`config.mk`:
```
export PLATFORM = sky130hd
export DESIGN_NAME = sha256_stream_hasher_flat
export DESIGN_NICKNAME = d
export VERILOG_FILES = /design/src/rtl/core/sha_pkg.sv /design/src/rtl/core/sha_if.sv /design/src/rtl/core/sha_ram.sv /design/src/rtl/core/sha_datapath.sv /design/src/rtl/core/sha_ctrl.sv /design/src/rtl/core/sha256_stream_hasher.sv /design/src/flat_wrapper.sv
export VERILOG_INCLUDE_DIRS = /design/src /design/src/rtl/core
export SDC_FILE = /design/constraint.sdc
export NUM_CORES = 2
export LEC_CHECK = 0
export ABC_AREA = 0
export BUFFER_PORTS_ARGS = -buffer_cell sky130_fd_sc_hd__buf_2
export CORE_MARGIN = 2
export CORE_UTILIZATION = 30
export CTS_CLUSTER_SIZE = 8
export DETAILED_ROUTE_END_ITERATION = 16
export PLACE_DENSITY_LB_ADDON = 0.08
export SYNTH_ARGS = -nofsm -noshare
export SYNTH_HDL_FRONTEND = slang
export SYNTH_HIERARCHICAL = 1
export SYNTH_SLANG_ARGS = --single-unit
```
`constraint.sdc`:
```
create_clock -name clk -period 59.6 [get_ports clk]
set_clock_uncertainty 0.2 [all_clocks]
set_input_delay 11.92 -clock clk [delete_from_list [all_inputs] [get_ports clk]]
set_output_delay 11.92 -clock clk [all_outputs]
set_load 0.01 [all_outputs]
```
`src/rtl/core/sha256_stream_hasher_defines.svh`:
```
// assertion macros for the sha256 stream hasher
`ifndef SHA256_STREAM_HASHER_DEFINES_SVH
`define SHA256_STREAM_HASHER_DEFINES_SVH

// property must hold in the cycle after the trigger
`define SHA_ASSERT_NEXT(label, clk, rst_n, trig, cond, msg) \
	label: assert property (@(posedge clk) disable iff (!rst_n) (trig) |=> (cond)) \
		else $error(msg);

// property must hold in the same cycle as the trigger
`define SHA_ASSERT_NOW(label, clk, rst_n, trig, cond, msg) \
	label: assert property (@(posedge clk) disable iff (!rst_n) (trig) |-> (cond)) \
		else $error(msg);

`endif

```
`src/rtl/core/sha_pkg.sv`:
```
`timescale 1ns / 1ps
// ----------------------------------------------------------------------------
// sha_pkg
// constants, types and the rotate helper shared by the sha256 hasher
// ----------------------------------------------------------------------------
package sha_pkg;

	localparam int unsigned ROUNDS = 64;

	typedef struct packed {
		logic       kind;
		logic [7:0] data_byte;
	} in_item_t;

	typedef struct packed {
		logic [31:0] digest_word;
		logic [2:0]  word_index;
		logic        last_word;
	} out_item_t;

	// controller to datapath
	typedef struct packed {
		logic       write_byte;   // store one byte into the block buffer
		logic [5:0] byte_addr;
		logic [7:0] byte_val;
		logic       count_byte;   // advance the running byte total
		logic       load_sched;   // copy buffer into schedule, vars from hash
		logic       do_round;
		logic [5:0] round_idx;
		logic       add_hash;     // fold working vars into hash words
		logic       init_hash;    // restore initial values and clear total
		logic [2:0] len_sel;      // which length byte to supply
	} dp_cmd_t;

	typedef struct packed {
		logic [7:0]  len_byte;
		logic [31:0] hash_word;
	} dp_sts_t;

	localparam logic [31:0] HASH_IV [8] = '{
		32'h6a09e667, 32'hbb67ae85, 32'h3c6ef372, 32'ha54ff53a,
		32'h510e527f, 32'h9b05688c, 32'h1f83d9ab, 32'h5be0cd19
	};

	localparam logic [31:0] ROUND_K [ROUNDS] = '{
		32'h428a2f98, 32'h71374491, 32'hb5c0fbcf, 32'he9b5dba5, 32'h3956c25b, 32'h59f111f1,
		32'h923f82a4, 32'hab1c5ed5, 32'hd807aa98, 32'h12835b01, 32'h243185be, 32'h550c7dc3,
		32'h72be5d74, 32'h80deb1fe, 32'h9bdc06a7, 32'hc19bf174, 32'he49b69c1, 32'hefbe4786,
		32'h0fc19dc6, 32'h240ca1cc, 32'h2de92c6f, 32'h4a7484aa, 32'h5cb0a9dc, 32'h76f988da,
		32'h983e5152, 32'ha831c66d, 32'hb00327c8, 32'hbf597fc7, 32'hc6e00bf3, 32'hd5a79147,
		32'h06ca6351, 32'h14292967, 32'h27b70a85, 32'h2e1b2138, 32'h4d2c6dfc, 32'h53380d13,
		32'h650a7354, 32'h766a0abb, 32'h81c2c92e, 32'h92722c85, 32'ha2bfe8a1, 32'ha81a664b,
		32'hc24b8b70, 32'hc76c51a3, 32'hd192e819, 32'hd6990624, 32'hf40e3585, 32'h106aa070,
		32'h19a4c116, 32'h1e376c08, 32'h2748774c, 32'h34b0bcb5, 32'h391c0cb3, 32'h4ed8aa4a,
		32'h5b9cca4f, 32'h682e6ff3, 32'h748f82ee, 32'h78a5636f, 32'h84c87814, 32'h8cc70208,
		32'h90befffa, 32'ha4506ceb, 32'hbef9a3f7, 32'hc67178f2
	};

	localparam logic [7:0] PAD_BYTE = 8'h80;

	function automatic logic [31:0] ror(input logic [31:0] x, input int unsigned n);
		ror = (x >> n) | (x << (32 - n));
	endfunction

endpackage

```
`src/rtl/core/sha_if.sv`:
```
`timescale 1ns / 1ps
// ----------------------------------------------------------------------------
// sha_in_if / sha_out_if
// valid/ready channels for input items and digest words
// ----------------------------------------------------------------------------
interface sha_in_if;
	logic             valid;
	logic             ready;
	sha_pkg::in_item_t payload;
	modport source (output valid, output payload, input ready);
	modport sink (input valid, input payload, output ready);
endinterface

interface sha_out_if;
	logic              valid;
	logic              ready;
	sha_pkg::out_item_t payload;
	modport source (output valid, output payload, input ready);
	modport sink (input valid, input payload, output ready);
endinterface

```
`src/rtl/core/sha_ram.sv`:
```
`timescale 1ns / 1ps
// ----------------------------------------------------------------------------
// sha_ram
// generic single-port ram with registered read
// ----------------------------------------------------------------------------
module sha_ram #(
	parameter int unsigned WIDTH = 8,
	parameter int unsigned DEPTH = 64
) (
	input  logic                     clk,
	input  logic                     we,
	input  logic [$clog2(DEPTH)-1:0] addr,
	input  logic [WIDTH-1:0]         wdata,
	output logic [WIDTH-1:0]         rdata
);
	logic [WIDTH-1:0] mem_q [DEPTH];

	always_ff @(posedge clk) begin
		if (we)
			mem_q[addr] <= wdata;
		rdata <= mem_q[addr];
	end
endmodule

```
`src/rtl/core/sha_datapath.sv`:
```
`timescale 1ns / 1ps
// ----------------------------------------------------------------------------
// sha_datapath
// block buffer, rolling schedule, round logic, hash words and byte total
// ----------------------------------------------------------------------------
`include "sha256_stream_hasher_defines.svh"
module sha_datapath (
	input  logic             clk,
	input  logic             arst_n,
	input  sha_pkg::dp_cmd_t cmd,
	output sha_pkg::dp_sts_t sts,
	input  logic [2:0]       word_sel
);
	import sha_pkg::*;

	logic [7:0]  rd_byte;
	logic [31:0] sched_q [16];
	logic [31:0] var_q [8];
	logic [31:0] hash_q [8];
	logic [63:0] total_q;
	logic        rd_valid_q;
	logic [5:0]  rd_addr_q;
	logic [31:0] wr, w15, w2, s0, s1, t1, t2;
	logic [31:0] a, b, c, d, e, f, g, h;
	logic [63:0] bits;

	// buffer is read sequentially during load; cmd.byte_addr doubles as read address
	sha_ram #(.WIDTH(8), .DEPTH(64)) u_buf (
		.clk  (clk),
		.we   (cmd.write_byte),
		.addr (cmd.byte_addr),
		.wdata(cmd.byte_val),
		.rdata(rd_byte)
	);

	always_comb begin
		a = var_q[0]; b = var_q[1]; c = var_q[2]; d = var_q[3];
		e = var_q[4]; f = var_q[5]; g = var_q[6]; h = var_q[7];
		w15 = sched_q[1];
		w2  = sched_q[14];
		s0 = ror(w15, 7) ^ ror(w15, 18) ^ (w15 >> 3);
		s1 = ror(w2, 17) ^ ror(w2, 19) ^ (w2 >> 10);
		// schedule shifts so that index 0 always holds w[r]
		wr = sched_q[0];
		t1 = h + (ror(e, 6) ^ ror(e, 11) ^ ror(e, 25)) + ((e & f) ^ (~e & g))
			+ ROUND_K[cmd.round_idx] + wr;
		t2 = (ror(a, 2) ^ ror(a, 13) ^ ror(a, 22)) + ((a & b) ^ (a & c) ^ (b & c));
		bits = total_q << 3;
	end

	always_ff @(posedge clk) begin
		rd_valid_q <= cmd.load_sched;
		rd_addr_q  <= cmd.byte_addr;
		if (rd_valid_q) begin
			// shift byte into the schedule word selected by the address
			sched_q[rd_addr_q[5:2]] <= {sched_q[rd_addr_q[5:2]][23:0], rd_byte};
		end
		if (cmd.load_sched && cmd.byte_addr == 6'd0) begin
			for (int i = 0; i < 8; i++)
				var_q[i] <= hash_q[i];
		end
		if (cmd.do_round) begin
			for (int i = 0; i < 15; i++)
				sched_q[i] <= sched_q[i+1];
			sched_q[15] <= sched_q[0] + s0 + sched_q[9] + s1;
			var_q[7] <= g; var_q[6] <= f; var_q[5] <= e; var_q[4] <= d + t1;
			var_q[3] <= c; var_q[2] <= b; var_q[1] <= a; var_q[0] <= t1 + t2;
		end
	end

	always_ff @(posedge clk or negedge arst_n) begin
		if (!arst_n) begin
			for (int i = 0; i < 8; i++)
				hash_q[i] <= HASH_IV[i];
			total_q <= '0;
		end else begin
			if (cmd.init_hash) begin
				for (int i = 0; i < 8; i++)
					hash_q[i] <= HASH_IV[i];
				total_q <= '0;
			end else begin
				if (cmd.add_hash)
					for (int i = 0; i < 8; i++)
						hash_q[i] <= hash_q[i] + var_q[i];
				if (cmd.count_byte)
					total_q <= total_q + 64'd1;
			end
		end
	end

	always_comb begin
		sts.hash_word = hash_q[word_sel];
		sts.len_byte  = bits[8'(7 - cmd.len_sel) * 8 +: 8];
	end

	`SHA_ASSERT_NOW(a_no_round_during_load, clk, arst_n, cmd.do_round,
		!cmd.load_sched && !cmd.write_byte, "round overlaps buffer access")
	`SHA_ASSERT_NOW(a_no_add_during_round, clk, arst_n, cmd.add_hash,
		!cmd.do_round, "hash add during round")
	`SHA_ASSERT_NEXT(a_init_clears_total, clk, arst_n, cmd.init_hash,
		total_q == 64'd0, "byte total not cleared")
endmodule

```
`src/rtl/core/sha_ctrl.sv`:
```
`timescale 1ns / 1ps
// ----------------------------------------------------------------------------
// sha_ctrl
// sequencer: byte intake, padding, block load, rounds and digest output
// ----------------------------------------------------------------------------
`include "sha256_stream_hasher_defines.svh"
module sha_ctrl (
	input  logic             clk,
	input  logic             arst_n,
	sha_in_if.sink           in_ch,
	sha_out_if.source        out_ch,
	output sha_pkg::dp_cmd_t cmd,
	input  sha_pkg::dp_sts_t sts,
	output logic [2:0]       word_sel
);
	import sha_pkg::*;

	localparam logic [2:0] ST_IDLE  = 3'd0;
	localparam logic [2:0] ST_PAD   = 3'd1;  // write padding bytes
	localparam logic [2:0] ST_LOAD  = 3'd2;  // read buffer into schedule
	localparam logic [2:0] ST_ROUND = 3'd3;
	localparam logic [2:0] ST_ADD   = 3'd4;
	localparam logic [2:0] ST_OUT   = 3'd5;

	logic [2:0] state_q;
	logic [6:0] fill_q;     // byte address counter, also load and pad index
	logic [5:0] round_q;
	logic       finish_q;   // padding in progress for this message
	logic       last_blk_q; // current block carries the length
	logic [2:0] word_q;
	logic [5:0] addr;
	logic       in_fire;

	assign in_ch.ready = (state_q == ST_IDLE);
	assign in_fire = in_ch.valid && in_ch.ready;
	assign word_sel = word_q;

	always_comb begin
		cmd = '0;
		addr = fill_q[5:0];
		cmd.byte_addr = addr;
		cmd.round_idx = round_q;
		cmd.len_sel = 3'(fill_q - 7'd56);
		case (state_q)
			ST_IDLE: begin
				if (in_fire) begin
					cmd.write_byte = 1'b1;
					cmd.byte_val = in_ch.payload.kind ? PAD_BYTE : in_ch.payload.data_byte;
					cmd.count_byte = !in_ch.payload.kind;
				end
			end
			ST_PAD: begin
				cmd.write_byte = 1'b1;
				if (last_blk_q && fill_q >= 7'd56)
					cmd.byte_val = sts.len_byte;
				else
					cmd.byte_val = 8'h00;
			end
			ST_LOAD: cmd.load_sched = (fill_q < 7'd64);
			ST_ROUND: cmd.do_round = 1'b1;
			ST_ADD: cmd.add_hash = 1'b1;
			ST_OUT: cmd.init_hash = out_ch.ready && word_q == 3'd7;
			default: ;
		endcase
	end

	always_ff @(posedge clk or negedge arst_n) begin
		if (!arst_n) begin
			state_q <= ST_IDLE;
			fill_q <= '0;
			round_q <= '0;
			finish_q <= 1'b0;
			last_blk_q <= 1'b0;
			word_q <= '0;
		end else begin
			case (state_q)
				ST_IDLE: begin
					if (in_fire) begin
						if (in_ch.payload.kind) begin
							finish_q <= 1'b1;
							last_blk_q <= (fill_q < 7'd56);
							fill_q <= (fill_q == 7'd63) ? 7'd0 : fill_q + 7'd1;
							state_q <= (fill_q == 7'd63) ? ST_LOAD : ST_PAD;
						end else if (fill_q == 7'd63) begin
							fill_q <= '0;
							state_q <= ST_LOAD;
						end else begin
							fill_q <= fill_q + 7'd1;
						end
					end
				end
				ST_PAD: begin
					if (fill_q == 7'd63) begin
						fill_q <= '0;
						state_q <= ST_LOAD;
					end else begin
						fill_q <= fill_q + 7'd1;
					end
				end
				ST_LOAD: begin
					// the final load state, with fill at 64, drains the registered read
					if (fill_q == 7'd64) begin
						fill_q <= '0;
						round_q <= '0;
						state_q <= ST_ROUND;
					end else begin
						fill_q <= fill_q + 7'd1;
					end
				end
				ST_ROUND: begin
					round_q <= round_q + 6'd1;
					if (round_q == 6'(ROUNDS - 1))
						state_q <= ST_ADD;
				end
				ST_ADD: begin
					if (!finish_q) begin
						state_q <= ST_IDLE;
					end else if (!last_blk_q) begin
						// length goes into a second, fully padded block
						last_blk_q <= 1'b1;
						state_q <= ST_PAD;
					end else begin
						word_q <= '0;
						state_q <= ST_OUT;
					end
				end
				ST_OUT: begin
					if (out_ch.ready) begin
						word_q <= word_q + 3'd1;
						if (word_q == 3'd7) begin
							finish_q <= 1'b0;
							last_blk_q <= 1'b0;
							state_q <= ST_IDLE;
						end
					end
				end
				default: state_q <= ST_IDLE;
			endcase
		end
	end

	assign out_ch.valid = (state_q == ST_OUT);
	assign out_ch.payload.digest_word = sts.hash_word;
	assign out_ch.payload.word_index = word_q;
	assign out_ch.payload.last_word = (word_q == 3'd7);

	`SHA_ASSERT_NOW(a_fill_in_range, clk, arst_n, state_q != ST_LOAD,
		fill_q < 7'd64, "fill count out of range")
	`SHA_ASSERT_NEXT(a_rounds_then_add, clk, arst_n,
		state_q == ST_ROUND && round_q == 6'(ROUNDS - 1), state_q == ST_ADD,
		"round sequence did not end in add")
	`SHA_ASSERT_NOW(a_out_only_when_final, clk, arst_n, out_ch.valid,
		finish_q && last_blk_q, "digest shown before final block")
endmodule

```
`src/rtl/core/sha256_stream_hasher.sv`:
```
`timescale 1ns / 1ps
// ----------------------------------------------------------------------------
// sha256_stream_hasher
// byte-serial sha-256 with digest emitted as eight 32-bit words
// ----------------------------------------------------------------------------
// channel   dir  payload
// in_ch     in   kind, data_byte
// out_ch    out  digest_word, word_index, last_word
//
// a data byte is accepted while the sequencer is idle; the 64th byte of a block
// starts a compression: buffer load, rounds (one round per cycle) and hash add.
// finish pads byte by byte to the end of the block, compresses once or twice,
// then offers eight words, one per accepted transaction.
// reset returns the hash words to their initial values; no clearing pass.
// input is stalled whenever the sequencer is busy; output stalls hold the word.
module sha256_stream_hasher (
	input logic        clk,
	input logic        arst_n,
	sha_in_if.sink     in_ch,
	sha_out_if.source  out_ch
);
	import sha_pkg::*;

	dp_cmd_t    cmd;
	dp_sts_t    sts;
	logic [2:0] word_sel;

	sha_ctrl u_ctrl (
		.clk     (clk),
		.arst_n  (arst_n),
		.in_ch   (in_ch),
		.out_ch  (out_ch),
		.cmd     (cmd),
		.sts     (sts),
		.word_sel(word_sel)
	);

	sha_datapath u_dp (
		.clk     (clk),
		.arst_n  (arst_n),
		.cmd     (cmd),
		.sts     (sts),
		.word_sel(word_sel)
	);
endmodule
```
`src/flat_wrapper.sv`:
```
// flat-port wrapper written by rule: the top's interface ports become plain ports
module sha256_stream_hasher_flat import sha_pkg::*;
  (clk, arst_n, in_ch_valid, in_ch_payload, in_ch_ready, out_ch_valid, out_ch_payload, out_ch_ready);
  sha_in_if in_ch_i ();
  sha_out_if out_ch_i ();
  input logic clk;
  input logic arst_n;
  input wire logic [$bits(in_ch_i.valid)-1:0] in_ch_valid;
  input wire logic [$bits(in_ch_i.payload)-1:0] in_ch_payload;
  output wire logic [$bits(in_ch_i.ready)-1:0] in_ch_ready;
  output wire logic [$bits(out_ch_i.valid)-1:0] out_ch_valid;
  output wire logic [$bits(out_ch_i.payload)-1:0] out_ch_payload;
  input wire logic [$bits(out_ch_i.ready)-1:0] out_ch_ready;
  assign in_ch_i.valid = in_ch_valid;
  assign in_ch_i.payload = in_ch_payload;
  assign in_ch_ready = in_ch_i.ready;
  assign out_ch_valid = out_ch_i.valid;
  assign out_ch_payload = out_ch_i.payload;
  assign out_ch_i.ready = out_ch_ready;
  sha256_stream_hasher u_core (.clk(clk), .arst_n(arst_n), .in_ch(in_ch_i), .out_ch(out_ch_i));
endmodule
```
**Word level (Yosys, flattened, before mapping)**

Memory sizes are Yosys's and may differ from the RTL's. A register that Yosys moved wholly into a read port is not among the register bits.
Cells that the tools add are included.

- ROM bits: 2048
- Memory bits (writable): 1280
- Output and inout bits: 38
- Word-level logic and storage cells: 191
- Input bits: 13
- Register bits: 348
- Memories: 4

- $lt $le $gt $ge: 5
- Reductions and logical operators: 20
- Equal/unequal tests: 17
- $add $sub $neg: 24
- Bitwise operators: 37
- Shift-type cells: 1
- Mux-type cells: 66

Memory list:

| name | words | bits a word | read ports | clocked after Yosys merged registers in | wr ports | line | source |
|---|---|---|---|---|---|---|---|
| (name not given) | 64 | 32 | 1 | 0 | 0 | sha_datapath.sv:46 | `+ ROUND_K[cmd.round_idx] + wr;` |
| u_core.u_dp.sched_q | 16 | 32 | 17 | 1 | 17 | sha_datapath.sv:17 | `logic [31:0] sched_q [16];` |
| u_core.u_dp.u_buf.mem_q | 64 | 8 | 1 | 1 | 1 | sha_ram.sv:16 | `logic [WIDTH-1:0] mem_q [DEPTH];` |
| u_core.u_dp.var_q | 8 | 32 | 8 | 0 | 8 | sha_datapath.sv:18 | `logic [31:0] var_q [8];` |

Operator list:

| operator | count |
|---|---|
| $add A32 B32 Y32 | 18 |
| $mux W256 | 2 |
| $mux W32 | 12 |
| $xor A32 B32 Y32 | 9 |
| $and A32 B32 Y32 | 5 |
| $mux W64 | 2 |
| $bmux W32 S3 | 1 |
| $add A64 B1 Y64 const B | 1 |
| $shiftx A64 B12 Y8 | 1 |
| $mux W3 | 12 |
| $not A32 Y32 | 1 |
| $or A10 B32 Y32 | 1 |
| $or A13 B32 Y32 | 1 |
| $or A14 B32 Y32 | 1 |
| $or A15 B32 Y32 | 1 |
| $or A19 B32 Y32 | 1 |
| $or A21 B32 Y32 | 1 |
| $or A25 B32 Y32 | 1 |
| $or A26 B32 Y32 | 1 |
| $or A30 B32 Y32 | 1 |
| $or A7 B32 Y32 | 1 |
| $xor A32 B22 Y32 | 1 |
| $xor A32 B29 Y32 | 1 |
| $mux W1 | 21 |
| other kinds (43) | 73 |

**Longest topological paths before layout**

An unclocked memory read counts as a cell.

- Depth after elaboration: 10
- Depth in mapped cells: 40
- Depth with buffers taken out: 38

**Hierarchy**

Netlist, hierarchy kept.

Modules (own cells, without submodules):

| module | area an instance (um^2) | instances | seq. area each (um^2) | cells an instance |
|---|---|---|---|---|
| sha_datapath | 76344.5 | 1 | 31265.0 | 7420 |
| sha_ram | 20449.6 | 1 | 15534.9 | 1171 |
| sha_ctrl | 1826.8 | 1 | 525.5 | 204 |

**Worst setup path after synthesis**

No wires, ideal clock.

- Path type: flip-flop to flip-flop
- Start point: reg u_core.u_ctrl.state_q[2]
- End point: mem u_core.u_dp.var_q[0][0] (enable)
- Data arrival time: 27.054 ns
- Library setup time: 1.562 ns
- Buffers on the path: 2
- Path slack: 30.784 ns
- Cell stages (with the launch flop): 7
- Path through: dfrtp_1 buf_4 nand2b_1 clkbuf_1 nor3_1 or4b_2 o41ai_1

RTL lines:

| item | line | source |
|---|---|---|
| from (decl) | sha_ctrl.sv:25 | `logic [2:0] state_q;` |
| from (signal assigned) | sha_ctrl.sv:83 | `state_q <= (fill_q == 7'd63) ? ST_LOAD : ST_PAD;` |
| to (decl) | sha_datapath.sv:18 |  |

**Worst setup path after layout**

- Start point: reg u_core.u_ctrl.word_q[0], in the netlist u_core/u_ctrl/word_sel[0]
- End point: out out_ch_payload[13]

- Longest elaborated chain between the ends: 4

Ends and longest elaborated chain:

| item | line | source |
|---|---|---|
| from (decl) | sha_ctrl.sv:30 | `logic [2:0] word_q;` |
| from (signal assigned) | sha_ctrl.sv:129 | `word_q <= word_q + 3'd1;` |
| $not A3 Y4 (not written as such) | sha_datapath.sv:92 | `sts.hash_word = hash_q[word_sel];` |
| $bmux W32 S3 | sha_datapath.sv:92 |  |
| $mux W32 (not written as such) (2 in a row) | sha_datapath.sv:92 |  |
| to (decl) | flat_wrapper.sv:12 | `output wire logic [$bits(out_ch_i.payload)-1:0] out_ch_payload;` |

Every way passes these cells. The select of a mux whose other input is x is not followed.

==> results.toml <==
[status]
status = "complete, no violations"

[critical_path]
r2r_cells = 37
r2r_end = "u_core/u_dp/var_q[0][29]"
endpoint = "out_ch_payload[13]"
startpoint = "u_core/u_ctrl/word_sel[0]"
arrival_ns = 3.80
critPathMaxFanout = 42
required_ns = 47.48
worstSetupStartpointType = "register"
reg2reg_from = "u_core/u_ctrl/round_q[0]"
cp-end-kind = "primary output"
path_class = "register to primary output"
r2r_slack_ns = 48.47

[die]
die_h_um = 577.4
initial_core_util = 0.3015
die_area_sq_um = 333300
ioPinCount = 51
die_x_um = 577.4
placementRows = 210
core_sq_um = 327100

[yosys]
syn-num-nets = 9395
synth_area_sq_um = 98620
synth-main-ff-cell = "edfxtp_1"
ys_seq_area_frac = 0.4799
synth_mux_area_frac = 0.1063
synth_top_family_by_area = "compound AO/OA/AOI/OAI gates"
async_flop_share = 0.2072
ys_ff_latch = 1631
synth_top_area_share = 0.3897
netlist_top_cells_area = "edfxtp_1 39%, mux4_2 5.6%, nand2_1 5.4%, dfrtp_1 5.1%, ha_1 5.0%"
synth_xor_area_frac = 0.05391
yosysWarningCount = 6
synth_edf_count = 1280
yosysTopAreaCell = "edfxtp_1"
syn_area_per_cell_sq_um = 11.21
yosys.area_share.simple = 0.1168
synth-adder-area-share = 0.08962
syn_inst = 8795
synth.distinct_cells = 107
synth_compound_area_frac = 0.1181

[cts]
htreeDepth = 4
cts_tree = "yes"
post_cts_buffers = 0
cts-root-to-sink-buffers = 4
cts.sinks = 1631
clockRootBuffer = "clkbuf_16"
cts_resized = 0
path_clk_slew_ns = 0.05
clk_latency_ns = 0.92
cts_buffers = 232
ctsHoldBuffers = 0

[timing]
fin_tns_setup_ns = 0
maxSlewViolCount = 0
hold_viol_final = 0
slew_headroom = 0.2545
setup_violations = 0
tightestPinTransition_ns = 1.110
fin_crit_sh = 0.2672
period_minus_slack_ns = 15.92
clock.fmax_ghz = 0.06280
rsz0062_at_grt = "false"

[global_route]
grt_antenna_before_repair = 8
grt_overflow = 0
grt_usage = 0.2178
grt_pass1_vias = 70150
grt_pass1_wl_mm = 529.2
grt_max_degree = 127

[job]
cap_viol_max_count = 0

[drt]
drtPass1Iterations = 6
avgViaCountPerCell = 5.305
totalWireLength_mm = 368.6
via_count = 69940
antenna_left = 0
drc = 0
drt_iter0_drc = 6076
drt-wirelength-per-cell_um = 27.96

[min_path]
hp-class = "register to register"

[finish]
num-nets-final = 9282
layout-drive-gt1-share = 0.1398
area_growth_pct = 11.54

[placed_design]
port_buffers = 50
gp_congestion = 0.9025
dp_hpwl_mm = 258.5
registers in the layout (all words and copies together) (netlist names), 3 cells and up:
| name | cells |
|---|---|
| u_core/u_ctrl/state_q | 3 |
| u_core/u_dp/var_q | 256 |
| u_core/u_dp/u_buf/rdata | 8 |
| u_core/u_dp/total_q | 61 |
| u_core/u_ctrl/word_sel | 3 |
| u_core/u_ctrl/fill_q | 7 |
| u_core/u_dp/u_buf/mem_q | 512 |
| u_core/u_ctrl/round_q | 6 |
| u_core/u_dp/rd_addr_q | 4 |
| u_core/u_dp/sched_q | 512 |
| u_core/u_dp/hash_q | 256 |
cell usage after synthesis, types with 91 or more instances:
library cell  count
ha_1            392
dfrtp_1         202
edfxtp_1       1280
nand2_1        1414
mux2_2          300
inv_1           328
fa_1            195
xor2_1          211
a21oi_1         454
mux4_2          244
nor2_1          532
o21ai_0         401
nand3_1         124
dfstp_2         136
xnor2_1         396
clkbuf_1        373
a21o_1          193
mux2i_1         153
nand2b_1         91
stage by stage:
| step | hold WS (ns) | instances | instance area [sq um] | setup WS, ns | util |
|---|---|---|---|---|---|
| floorplan | 0.2809 | 8795 | 98620 | 30.78 | - |
| CTS | 0.2770 | 13180 | 110000 | 43.52 | 0.3362 |
| global route | 0.3057 | 13180 | 110000 | 43.45 | 0.3362 |
| global placement | 0.2985 | 12790 | 103400 | 44.20 | 0.3160 |
| detailed placement | 0.3051 | 12790 | 103400 | 44.17 | 0.3160 |
| finish | 0.2859 | 13180 | 110000 | 43.68 | 0.3363 |
cells in the final DEF (no fill, tap or decap), types with 91 or more instances in the layout:
master	netlist	final
mux2_2	300	300
a21oi_1	454	454
ha_1	392	392
inv_1	328	327
dfrtp_1	202	192
nand2_1	1414	1409
nor2_1	532	529
mux2i_1	153	153
o21ai_0	401	392
nand2b_1	91	91
fa_1	195	195
buf_4	49	121
xor2_1	211	211
nand3_1	124	124
xnor2_1	396	396
edfxtp_1	1280	1280
mux4_2	244	244
clkbuf_16	0	236
a21o_1	193	193
clkbuf_1	373	127
dfstp_2	136	136
cell families (layout without fill, tap and decap cells):
group                      Yosys count  after routing
buffers and inverters              858            894
DFF                               1631           1631
AOI/OAI and AO/OA                 1781           1781
adders and majority gates          590            590
muxes                              704            704
and+or+nand+nor                   2624           2624
other                                0              7
xor gates and xnor gates           607            607
worst min-delay path by stage:
stage / start / end / slack [ns] / cells past startpoint
finish: u_core/u_dp/sched_q[10][31] / u_core/u_dp/sched_q[9][31] / 0.29 / 2
global route: u_core/u_dp/sched_q[10][31] / u_core/u_dp/sched_q[9][31] / 0.31 / 2
CTS: u_core/u_dp/sched_q[10][31] / u_core/u_dp/sched_q[9][31] / 0.28 / 2
detailed placement: u_core/u_dp/sched_q[11][28] / u_core/u_dp/sched_q[10][28] / 0.31 / 2
global placement: u_core/u_dp/sched_q[11][27] / u_core/u_dp/sched_q[10][27] / 0.30 / 2
floorplan: u_core/u_dp/hash_q[46] / u_core/u_dp/hash_q[46] / 0.28 / 2
critical path, cell delays in order, from the launching register on:
cell and delay, ns:
dfrtp_4 0.79, buf_4 0.78, mux4_2 0.64, mux2_2 0.40, buf_2 0.18
per-layer routing:
metal | share of wire | up-vias | track usage | wire (um)
li1 | - | 31760 | - | -
met1 | 0.44 | 35890 | 0.2934 | 163700
met2 | 0.49 | 1857 | 0.3722 | 179700
met5 | 0.000019 | - | 0 | 7
met3 | 0.042 | 425 | 0.02337 | 15320
met4 | 0.027 | 2 | 0.05564 | 9780
layout make-up:
class                           instances  area, sq um
Timing Repair Buffer                  176         1269
Clock inverter                         16        188.9
Sequential cell                      1631        47360
Antenna cell                            7        17.52
Fill cell                           32830       217100
Multi-Input combinational cell       6306        48020
Inverter                              335         1275
Tap cell                             4346         5438
Clock buffer                          367         6437
Power is left out: the tool's default activity adds up to more than one toggle a clock period on the data nets, which glitch-free logic cannot reach.
